[src/rtl/pfls_pkg.sv]
// Package with shared types and constants for the per-flow latency statistics block.
`timescale 1ns / 1ps
package pfls_pkg;
    localparam int unsigned IdW    = 16;
    localparam int unsigned TimeW  = 32;
    localparam int unsigned MeanW  = 40;
    localparam int unsigned CountW = 32;
    localparam int unsigned StatW  = 2;
    localparam int unsigned SlotW  = 4;
    localparam int unsigned CfgW   = 5;

    localparam logic [StatW-1:0] ST_EXISTING = 2'd0;
    localparam logic [StatW-1:0] ST_NEW      = 2'd1;
    localparam logic [StatW-1:0] ST_FULL     = 2'd2;

    typedef struct packed {
        logic [IdW-1:0]   sender_id;
        logic [TimeW-1:0] send_time;
        logic [TimeW-1:0] arrival_time;
    } t_req;

    typedef struct packed {
        logic [StatW-1:0]  status;
        logic [SlotW-1:0]  slot;
        logic [TimeW-1:0]  packet_delay;
        logic [MeanW-1:0]  sender_mean;
        logic [CountW-1:0] sender_count;
        logic [MeanW-1:0]  overall_mean;
        logic [CountW-1:0] overall_count;
    } t_rsp;
endpackage

[src/rtl/pfls_if.sv]
// Valid/ready channel interfaces for requests and results.
`timescale 1ns / 1ps
interface pfls_req_if;
    logic          valid;
    logic          ready;
    pfls_pkg::t_req payload;
    modport source (output valid, output payload, input ready);
    modport sink (input valid, input payload, output ready);
endinterface

interface pfls_rsp_if;
    logic          valid;
    logic          ready;
    pfls_pkg::t_rsp payload;
    modport source (output valid, output payload, input ready);
    modport sink (input valid, input payload, output ready);
endinterface

[src/rtl/pfls_div.sv]
// Bit-serial unsigned divider of a 72-bit dividend by a 33-bit divisor, 40-bit quotient.
`timescale 1ns / 1ps
module pfls_div (
    input  logic        i_clk,
    input  logic        i_rst_n,
    input  logic        i_start,
    input  logic [71:0] i_num,
    input  logic [32:0] i_den,
    output logic        o_done,
    output logic [39:0] o_quot
);
    logic [71:0] r_num, n_num;
    logic [33:0] r_rem, n_rem;
    logic [32:0] r_den;
    logic [6:0]  r_cnt;
    logic        r_busy;
    logic [33:0] w_sh;

    always_comb begin
        w_sh = {r_rem[32:0], r_num[71]};
        n_num = {r_num[70:0], 1'b0};
        if (w_sh >= {1'b0, r_den}) begin
            n_rem = w_sh - {1'b0, r_den};
            n_num[0] = 1'b1;
        end else begin
            n_rem = w_sh;
        end
    end

    always_ff @(posedge i_clk) begin
        if (!i_rst_n) begin
            r_busy <= 1'b0;
            r_cnt  <= '0;
            o_done <= 1'b0;
        end else begin
            o_done <= 1'b0;
            if (i_start) begin
                r_busy <= 1'b1;
                r_cnt  <= 7'd72;
                r_num  <= i_num;
                r_den  <= i_den;
                r_rem  <= '0;
            end else if (r_busy) begin
                r_num <= n_num;
                r_rem <= n_rem;
                r_cnt <= r_cnt - 7'd1;
                if (r_cnt == 7'd1) begin
                    r_busy <= 1'b0;
                    o_done <= 1'b1;
                end
            end
        end
    end

    assign o_quot = r_num[39:0];
endmodule

[src/rtl/pfls_front.sv]
// Front end: takes requests, computes the delay and queues them in a two-entry FIFO.
`timescale 1ns / 1ps
module pfls_front (
    input  logic i_clk,
    input  logic i_rst_n,
    pfls_req_if.sink in_req,
    output logic                       o_valid,
    output pfls_pkg::t_req             o_req,
    output logic [pfls_pkg::TimeW-1:0] o_delay,
    input  logic                       i_take
);
    pfls_pkg::t_req r_q [2];
    logic [pfls_pkg::TimeW-1:0] r_d [2];
    logic r_wp, r_rp;
    logic [1:0] r_cnt;
    logic w_push, w_pop;

    assign in_req.ready = (r_cnt != 2'd2);
    assign w_push = in_req.valid && in_req.ready;
    assign w_pop  = i_take && (r_cnt != 2'd0);
    assign o_valid = (r_cnt != 2'd0);
    assign o_req = r_q[r_rp];
    assign o_delay = r_d[r_rp];

    always_ff @(posedge i_clk) begin
        if (!i_rst_n) begin
            r_wp  <= 1'b0;
            r_rp  <= 1'b0;
            r_cnt <= '0;
        end else begin
            if (w_push) begin
                r_q[r_wp] <= in_req.payload;
                r_d[r_wp] <= in_req.payload.arrival_time - in_req.payload.send_time;
                r_wp <= ~r_wp;
            end
            if (w_pop) r_rp <= ~r_rp;
            r_cnt <= r_cnt + {1'b0, w_push} - {1'b0, w_pop};
        end
    end
endmodule

[src/rtl/pfls_back.sv]
// Back end: sender table search, mean updates through a serial divider, result register.
`timescale 1ns / 1ps
module pfls_back #(
    parameter int MAX_SENDERS = 16
) (
    input  logic i_clk,
    input  logic i_rst_n,
    input  logic [pfls_pkg::CfgW-1:0]  i_limit,
    input  logic                       i_valid,
    input  pfls_pkg::t_req             i_req,
    input  logic [pfls_pkg::TimeW-1:0] i_delay,
    output logic                       o_take,
    pfls_rsp_if.source out_rsp
);
    localparam int IW = (MAX_SENDERS > 1) ? $clog2(MAX_SENDERS) : 1;
    localparam int CW = $clog2(MAX_SENDERS + 1);

    typedef enum logic [5:0] {
        S_IDLE = 6'b000001, S_SCAN = 6'b000010, S_DTOT = 6'b000100,
        S_DSLT = 6'b001000, S_DONE = 6'b010000, S_OUT  = 6'b100000
    } t_state;

    t_state r_st;
    logic [MAX_SENDERS-1:0] r_vld;
    logic [pfls_pkg::IdW-1:0]    r_sid   [MAX_SENDERS];
    logic [pfls_pkg::CountW-1:0] r_scnt  [MAX_SENDERS];
    logic [pfls_pkg::MeanW-1:0]  r_smean [MAX_SENDERS];
    logic [pfls_pkg::CountW-1:0] r_tcnt;
    logic [pfls_pkg::MeanW-1:0]  r_tmean;
    logic [CW-1:0] r_i, w_lim;
    logic [IW-1:0] r_s;
    pfls_pkg::t_req r_req;
    logic [pfls_pkg::TimeW-1:0] r_dly;
    pfls_pkg::t_rsp r_rsp;
    pfls_pkg::t_rsp r_obuf;
    logic r_ovld;
    logic w_load;

    logic        r_dstart;
    logic [71:0] r_num;
    logic [32:0] r_den;
    logic        w_ddone;
    logic [39:0] w_quot;
    logic [pfls_pkg::MeanW-1:0] w_dq;
    logic [IW-1:0] w_i;

    pfls_div u_div (.i_clk, .i_rst_n, .i_start(r_dstart), .i_num(r_num), .i_den(r_den),
                    .o_done(w_ddone), .o_quot(w_quot));

    assign w_lim = ({{(32-pfls_pkg::CfgW){1'b0}}, i_limit} > 32'(MAX_SENDERS)) ?
                   CW'(MAX_SENDERS) : CW'(i_limit);
    assign w_dq = {r_dly, 8'd0};
    assign w_i = r_i[IW-1:0];
    assign o_take = (r_st == S_IDLE) && i_valid;
    assign w_load = (r_st == S_OUT) && (!r_ovld || out_rsp.ready);
    assign out_rsp.valid = r_ovld;
    assign out_rsp.payload = r_obuf;

    function automatic logic [31:0] f_inc(input logic [31:0] c);
        return (c == 32'hFFFF_FFFF) ? c : c + 32'd1;
    endfunction

    // The new mean is the old one moved by the distance to the new sample divided by n + 1;
    // a downward move is rounded up so that the result equals the truncated quotient.
    function automatic logic [71:0] f_num(input logic [39:0] m, input logic [39:0] dq,
                                          input logic [31:0] n);
        if (dq >= m) return {32'd0, dq - m};
        else return {31'd0, {1'b0, m - dq} + {9'd0, n}};
    endfunction

    function automatic logic [39:0] f_apply(input logic [39:0] m, input logic [39:0] dq,
                                            input logic [39:0] q);
        return (dq >= m) ? m + q : m - q;
    endfunction

    always_ff @(posedge i_clk) begin
        if (!i_rst_n) begin
            r_st     <= S_IDLE;
            r_vld    <= '0;
            r_tcnt   <= '0;
            r_tmean  <= '0;
            r_ovld   <= 1'b0;
            r_dstart <= 1'b0;
        end else begin
            r_dstart <= 1'b0;
            if (w_load) r_ovld <= 1'b1;
            else if (out_rsp.ready) r_ovld <= 1'b0;
            case (r_st)
                S_IDLE: begin
                    if (i_valid) begin
                        r_req <= i_req;
                        r_dly <= i_delay;
                        r_i   <= '0;
                        r_st  <= S_SCAN;
                    end
                end
                S_SCAN: begin
                    if (r_i >= w_lim) begin
                        r_rsp <= '{status: pfls_pkg::ST_FULL, slot: '0, packet_delay: r_dly,
                                   sender_mean: '0, sender_count: '0,
                                   overall_mean: r_tmean, overall_count: r_tcnt};
                        r_st <= S_OUT;
                    end else if (!r_vld[w_i] || r_sid[w_i] == r_req.sender_id) begin
                        r_s <= w_i;
                        r_rsp.status <= r_vld[w_i] ? pfls_pkg::ST_EXISTING : pfls_pkg::ST_NEW;
                        r_rsp.slot <= pfls_pkg::SlotW'({{(32-IW){1'b0}}, w_i});
                        r_rsp.packet_delay <= r_dly;
                        if (r_tcnt == '0) begin
                            r_tmean <= w_dq;
                            r_tcnt  <= 32'd1;
                            r_st    <= S_DSLT;
                        end else begin
                            r_num    <= f_num(r_tmean, w_dq, r_tcnt);
                            r_den    <= {1'b0, r_tcnt} + 33'd1;
                            r_dstart <= 1'b1;
                            r_st     <= S_DTOT;
                        end
                    end else begin
                        r_i <= r_i + CW'(1);
                    end
                end
                S_DTOT: begin
                    if (w_ddone) begin
                        r_tmean <= f_apply(r_tmean, w_dq, w_quot);
                        r_tcnt  <= f_inc(r_tcnt);
                        r_st    <= S_DSLT;
                    end
                end
                S_DSLT: begin
                    if (r_rsp.status == pfls_pkg::ST_NEW) begin
                        r_vld[r_s]   <= 1'b1;
                        r_sid[r_s]   <= r_req.sender_id;
                        r_smean[r_s] <= w_dq;
                        r_scnt[r_s]  <= 32'd1;
                        r_st <= S_DONE;
                    end else begin
                        r_num    <= f_num(r_smean[r_s], w_dq, r_scnt[r_s]);
                        r_den    <= {1'b0, r_scnt[r_s]} + 33'd1;
                        r_dstart <= 1'b1;
                        r_st     <= S_DONE;
                    end
                end
                S_DONE: begin
                    if (r_rsp.status == pfls_pkg::ST_NEW) begin
                        r_rsp.sender_mean  <= r_smean[r_s];
                        r_rsp.sender_count <= r_scnt[r_s];
                        r_rsp.overall_mean <= r_tmean;
                        r_rsp.overall_count <= r_tcnt;
                        r_st <= S_OUT;
                    end else if (w_ddone) begin
                        r_smean[r_s] <= f_apply(r_smean[r_s], w_dq, w_quot);
                        r_scnt[r_s]  <= f_inc(r_scnt[r_s]);
                        r_rsp.sender_mean  <= f_apply(r_smean[r_s], w_dq, w_quot);
                        r_rsp.sender_count <= f_inc(r_scnt[r_s]);
                        r_rsp.overall_mean <= r_tmean;
                        r_rsp.overall_count <= r_tcnt;
                        r_st <= S_OUT;
                    end
                end
                S_OUT: begin
                    if (w_load) begin
                        r_obuf <= r_rsp;
                        r_st   <= S_IDLE;
                    end
                end
                default: r_st <= S_IDLE;
            endcase
        end
    end
endmodule

[src/rtl/per_flow_latency_stats.sv]
// Top level of the per-flow latency statistics block.
//   channel   dir  contents
//   in_req    in   sender_id, send_time, arrival_time
//   out_rsp   out  status, slot, delay, sender and overall means and counts
//   cfg       in   senders_in_use, one write per enable
// An item holds the back end through the table scan, up to two serial divisions for the
// overall and the sender mean, and the remaining state steps.
// Reset clears the table valid bits, the totals and sets senders_in_use to 16.
// A two-entry request queue keeps accepting, until it is full, while the back end works or stalls.
// A result waiting in the output register holds the back end in its output state.
`timescale 1ns / 1ps
module per_flow_latency_stats #(
    parameter int MAX_SENDERS = 16
) (
    input  logic i_clk,
    input  logic i_rst_n,
    input  logic       i_cfg_we,
    input  logic [4:0] i_cfg_data,
    pfls_req_if.sink   in_req,
    pfls_rsp_if.source out_rsp
);
    logic [pfls_pkg::CfgW-1:0] r_lim;
    logic w_valid, w_take;
    pfls_pkg::t_req w_req;
    logic [pfls_pkg::TimeW-1:0] w_delay;

    always_ff @(posedge i_clk) begin
        if (!i_rst_n) r_lim <= 5'd16;
        else if (i_cfg_we) r_lim <= i_cfg_data;
    end

    pfls_front u_front (.i_clk, .i_rst_n, .in_req, .o_valid(w_valid), .o_req(w_req),
                        .o_delay(w_delay), .i_take(w_take));

    pfls_back #(.MAX_SENDERS(MAX_SENDERS)) u_back (.i_clk, .i_rst_n, .i_limit(r_lim),
        .i_valid(w_valid), .i_req(w_req), .i_delay(w_delay), .o_take(w_take), .out_rsp);
endmodule

[src/flat_wrapper.sv]
// flat-port wrapper written by rule: the top's interface ports become plain ports
module per_flow_latency_stats_flat 
#(
    parameter int MAX_SENDERS = 16
)
  (i_clk, i_rst_n, i_cfg_we, i_cfg_data, in_req_valid, in_req_payload, in_req_ready, out_rsp_valid, out_rsp_payload, out_rsp_ready);
  pfls_req_if in_req_i ();
  pfls_rsp_if out_rsp_i ();
  input  logic i_clk;
  input  logic i_rst_n;
  input  logic i_cfg_we;
  input  logic [4:0] i_cfg_data;
  input wire logic [$bits(in_req_i.valid)-1:0] in_req_valid;
  input wire logic [$bits(in_req_i.payload)-1:0] in_req_payload;
  output wire logic [$bits(in_req_i.ready)-1:0] in_req_ready;
  output wire logic [$bits(out_rsp_i.valid)-1:0] out_rsp_valid;
  output wire logic [$bits(out_rsp_i.payload)-1:0] out_rsp_payload;
  input wire logic [$bits(out_rsp_i.ready)-1:0] out_rsp_ready;
  assign in_req_i.valid = in_req_valid;
  assign in_req_i.payload = in_req_payload;
  assign in_req_ready = in_req_i.ready;
  assign out_rsp_valid = out_rsp_i.valid;
  assign out_rsp_payload = out_rsp_i.payload;
  assign out_rsp_i.ready = out_rsp_ready;
  per_flow_latency_stats #(.MAX_SENDERS(MAX_SENDERS)) u_core (.i_clk(i_clk), .i_rst_n(i_rst_n), .i_cfg_we(i_cfg_we), .i_cfg_data(i_cfg_data), .in_req(in_req_i), .out_rsp(out_rsp_i));
endmodule
[config.mk]
export PLATFORM = sky130hd
export DESIGN_NAME = per_flow_latency_stats_flat
export DESIGN_NICKNAME = d
export VERILOG_FILES = /design/src/rtl/pfls_pkg.sv /design/src/rtl/pfls_if.sv /design/src/rtl/pfls_div.sv /design/src/rtl/pfls_front.sv /design/src/rtl/pfls_back.sv /design/src/rtl/per_flow_latency_stats.sv /design/src/flat_wrapper.sv
export SDC_FILE = /design/constraint.sdc
export NUM_CORES = 2
export LEC_CHECK = 0
export ABC_AREA = 1
export BUFFER_PORTS_ARGS = -buffer_cell sky130_fd_sc_hd__buf_4
export CAP_MARGIN = 20
export CORE_UTILIZATION = 25
export DETAILED_ROUTE_END_ITERATION = 7
export PLACE_DENSITY = 0.46
export SLEW_MARGIN = 15
export SYNTH_ARGS = -nofsm -noshare
export SYNTH_HDL_FRONTEND = slang
export SYNTH_SLANG_ARGS = --single-unit
export TNS_END_PERCENT = 100
[constraint.sdc]
create_clock -name i_clk -period 18.2 [get_ports i_clk]
set_input_delay 0.91 -clock i_clk [delete_from_list [all_inputs] [get_ports i_clk]]
set_output_delay 0.91 -clock i_clk [all_outputs]
set_load 0.1 [all_outputs]
==> Implementation_results.wiki <==
{| class="wikitable"
! Metric !! Value
|-
| Outcome || complete, no violations
|-
| Register area share after synthesis || 58.9%
|-
| H-Tree Depth || 4
|-
| Area Growth Syn to Fin || 15.2%
|-
| Top cell type's share of synthesized area || 56.8%
|-
| Core Rows || 246
|-
| Post-synthesis register bit count || 2259
|-
| CTS-repair resized insts || 0
|-
| CP startpoint kind || flop
|-
| Most instantiated flip-flop cell in the synthesis netlist || edfxtp_1
|-
| Wirelength per Cell || 24.3 um
|-
| Crit share post-route || around three fifths
|-
| Area of the die || 0.455 mm^2
|-
| Number of clock sinks || 2259
|-
| Most frequent cell on the critical path || nand2_1
|-
| Global-route wire length before repair || a little over 600 mm
|-
| Number of buffers between clock root and the deepest sink || 4
|-
| Top cells by area, synth || edfxtp_1 57%, nand2_1 7.2%, nor2_1 4.7%
|-
| Data required time at the worst endpoint || 18.87 ns
|-
| Critical Path AT || 11.67 ns
|-
| Fraction of final layout cells with drive strength greater than 1 || 8.62%
|-
| Critical Path End Type || flop
|-
| Max incr delay on CP || just under 0.8 ns
|-
| Cell Area, Synth || about 0.11 mm^2
|-
| Minimum period implied by the final worst setup slack || 11.00 ns
|-
| Total DRC errors in the routed layout || 0
|-
| Skew final || between 0.1 and 0.15 ns
|-
| Fraction of registers with async set/reset || 0%
|-
| Number of buffers added by the clock tree synthesis step || 241
|-
| Warning count from the yosys run || 0
|-
| Number of global-route vias before repair || 81300
|-
| First-pass detailed-route iteration total || 6
|-
| Effective utilization at floorplan || 25.1%
|-
| Placed Area || 0.122 mm^2
|-
| Overall die width || 674 um
|-
| Fin Setup TNS || 0 ns
|-
| Synthesized area per cell || 9.82 um^2
|-
| Placeable core region || 0.449 mm^2
|-
| Post-synth net total || 12000
|-
| Ratio of total power to cell area || 113 mW/mm^2
|-
| Leakage power of the design || 49.7 nW
|-
| Clock tree root buffer cell || clkbuf_16
|-
| Nets || 12200
|-
| Cell accounting for the most synthesized area || edfxtp_1
|-
| Maximum net fanout on the critical path || 221
|-
| Fin util || approximately 29%
|-
| RD Place Congestion || roughly 1.0
|-
| Final number of max-transition violations || 0
|-
| CTS tree || built
|-
| Initial antenna violation count || 32
|-
| Wirelength, routed || 435 mm
|-
| Max rail drop VDD || 0.0000898 V
|-
| Number of DRC violations after detailed-routing iteration 0 || 8708
|-
| DIE HEIGHT || 674 um
|-
| Count of buffers inserted at the top-level ports || between 200 and 300
|-
| Slowest cell on the critical path || buf_4
|-
| Maximum operating frequency || between 0.09 and 0.1 GHz
|-
| Max-cap check violation count || 0
|-
| Worst-Margin Slew || 1.15 ns
|-
| Vias per cell || 4.85
|-
| Number of post-CTS setup repair buffers || 0
|-
| Number of standard cells after synthesis || about 12000
|-
| Pin count of the biggest net entering global routing || 222
|-
| Number of failing hold endpoints at the final stage || 0
|-
| Unrepaired setup endpoints after global routing || false
|-
| Final HPWL DP || 299 mm
|-
| Number of placed I/O pins || around 270
|-
| Finish-stage setup viols || 0
|-
| Remaining number of nets flagged by the antenna check after routing || 0
|-
| Clock transition time at the flip-flop clock pins of the worst setup and hold paths || 0.06 ns
|-
| CP Class || reg -> reg
|-
| EDFF count, synth || 2137
|-
| Number of vias in the routed layout || around 87000
|-
| Clock insertion delay at the later pin of the skew report || 0.98 ns
|-
| Final instance area || roughly 0.13 mm^2
|-
| Total gr overflow || 0
|-
| Worst slew margin relative to its limit || between 20% and 30%
|-
| Path type of the worst min-delay path || in -> reg
|-
| Hold_buf cts || 0
|-
| Gr usage total || 18.4%
|-
| Number of distinct library cells after synthesis || 66
|}
## path summary, 6_finish.rpt
kind                                              start                                 to  slack (ns)  depth (start not counted)
worst max register to register                     flop       u_core.u_back.r_smean[2][33]        7.20                         34
worst max-delay path                               flop       u_core.u_back.r_smean[2][33]        7.20                         34
worst min-delay path                 in_req_payload[68]          u_core.u_front.r_q[0][68]        0.14                          1
worst min register to register  u_core.u_back.r_rsp[47]  u_core.u_back.out_rsp.payload[47]        0.41                          0
## synthesized netlist by cell type (30+ instances only)
master / instances
o211ai_1: 193
inv_2: 30
o22ai_1: 76
o221ai_1: 116
or2_2: 32
buf_2: 110
xor2_1: 235
nand4_1: 109
inv_1: 1040
nor3_1: 95
o21ai_1: 189
buf_1: 30
nand3_1: 617
a31oi_1: 75
o21ai_0: 994
ha_1: 350
dfxtp_1: 122
buf_4: 44
a21oi_1: 627
nor2_1: 1403
buf_6: 33
a21o_1: 37
xnor2_1: 80
clkbuf_1: 277
nor4_1: 34
nand2_1: 2179
o21bai_1: 39
edfxtp_1: 2137
## through the flow
step / power (mW) / hold WS (ns) / std cells / setup slack (ns)
after floorplan: 8.31 / 0.400 / 11500 / 3.79
after global placement: 9.70 / 0.401 / 17500 / 7.60
after detailed placement: 9.69 / 0.405 / 17500 / 7.53
after CTS: 14.7 / 0.0804 / 17900 / 7.51
after global routing: 15.3 / 0.0958 / 17900 / 6.59
final: 14.7 / 0.135 / 17900 / 7.20
## report_power, final
part	internal [mW]	total [mW]	leakage, nW	switching, mW
Sequential	5.89	6.01	22.1	0.119
Clock	2.88	5.04	3.84	2.16
Combinational	0.984	3.64	23.8	2.66
## flip-flops by register name, summed over array words and instances, names as in the netlist, 40 cells and up, named ones only
signal / cells
u_core.u_back.r_sid: 256
u_core.u_back.r_scnt: 512
u_core.u_back.out_rsp.payload: 182
u_core.u_front.r_d: 64
u_core.u_back.r_smean: 640
u_core.u_back.r_tmean: 40
u_core.u_back.u_div.r_num: 72
u_core.u_back.r_num: 41
u_core.u_back.r_rsp: 182
## critical path: cells and delay by family (launching register included)
kind / cells / cell delay, ns
AO/OA/AOI/OAI: 12 / 3.04
adder cells (fa/ha/maj): 2 / 0.84
buffers and inverters: 7 / 3.35
flip-flops: 1 / 0.63
AND/OR/NAND/NOR: 13 / 2.49
## layout make-up
cell class / instances / area (um^2)
diodes: 9 / 22.5
inverters: 1076 / 4080
multi-input cells: 7678 / 40200
repair buffers: 499 / 3840
well taps: 5952 / 7450
fillers: 47200 / 319000
clock inverters: 159 / 1700
clock buffers: 279 / 6200
flip-flops and latches: 2259 / 66600
## layout by cell type, fill, tap and decap left out, types with 39 or more instances in the layout
cell type / synthesis / routed
a21oi_1: 627 / 622
a31oi_1: 75 / 75
buf_4: 44 / 489
clkbuf_16: 0 / 242
clkinv_1: 5 / 54
clkinv_2: 0 / 47
dfxtp_1: 122 / 114
edfxtp_1: 2137 / 2137
ha_1: 350 / 350
inv_1: 1040 / 1034
nand2_1: 2179 / 2178
nand3_1: 617 / 615
nand4_1: 109 / 109
nor2_1: 1403 / 1366
nor3_1: 95 / 92
o211ai_1: 193 / 193
o21ai_0: 994 / 988
o21ai_1: 189 / 195
o21bai_1: 39 / 39
o221ai_1: 116 / 116
o22ai_1: 76 / 75
xnor2_1: 80 / 80
xor2_1: 235 / 235
## kinds of logic (layout without fill, tap and decap cells)
logic type | count (synthesis) | after routing | share of synthesized area (%)
simple gates | 4568 | 4568 | 16.7
compound gates | 2436 | 2436 | 12.2
flops | 2259 | 2259 | 58.9
buf+inv | 1572 | 2013 | 5.72
fa+ha+maj | 358 | 358 | 4.02
xor+xnor | 315 | 315 | 2.44
mux | 1 | 1 | 0.00886
other cells | 0 | 9 | 0
## per-layer routing
layer	global-route usage [%]	routed length, um	part of all wire [%]
met4	5.94	15600	3.6
met2	28.6	192000	44
met5	0	35	0.0081
met1	25.7	197000	45
met3	3.33	30400	7.0
Power figures use the tool's default switching activity.
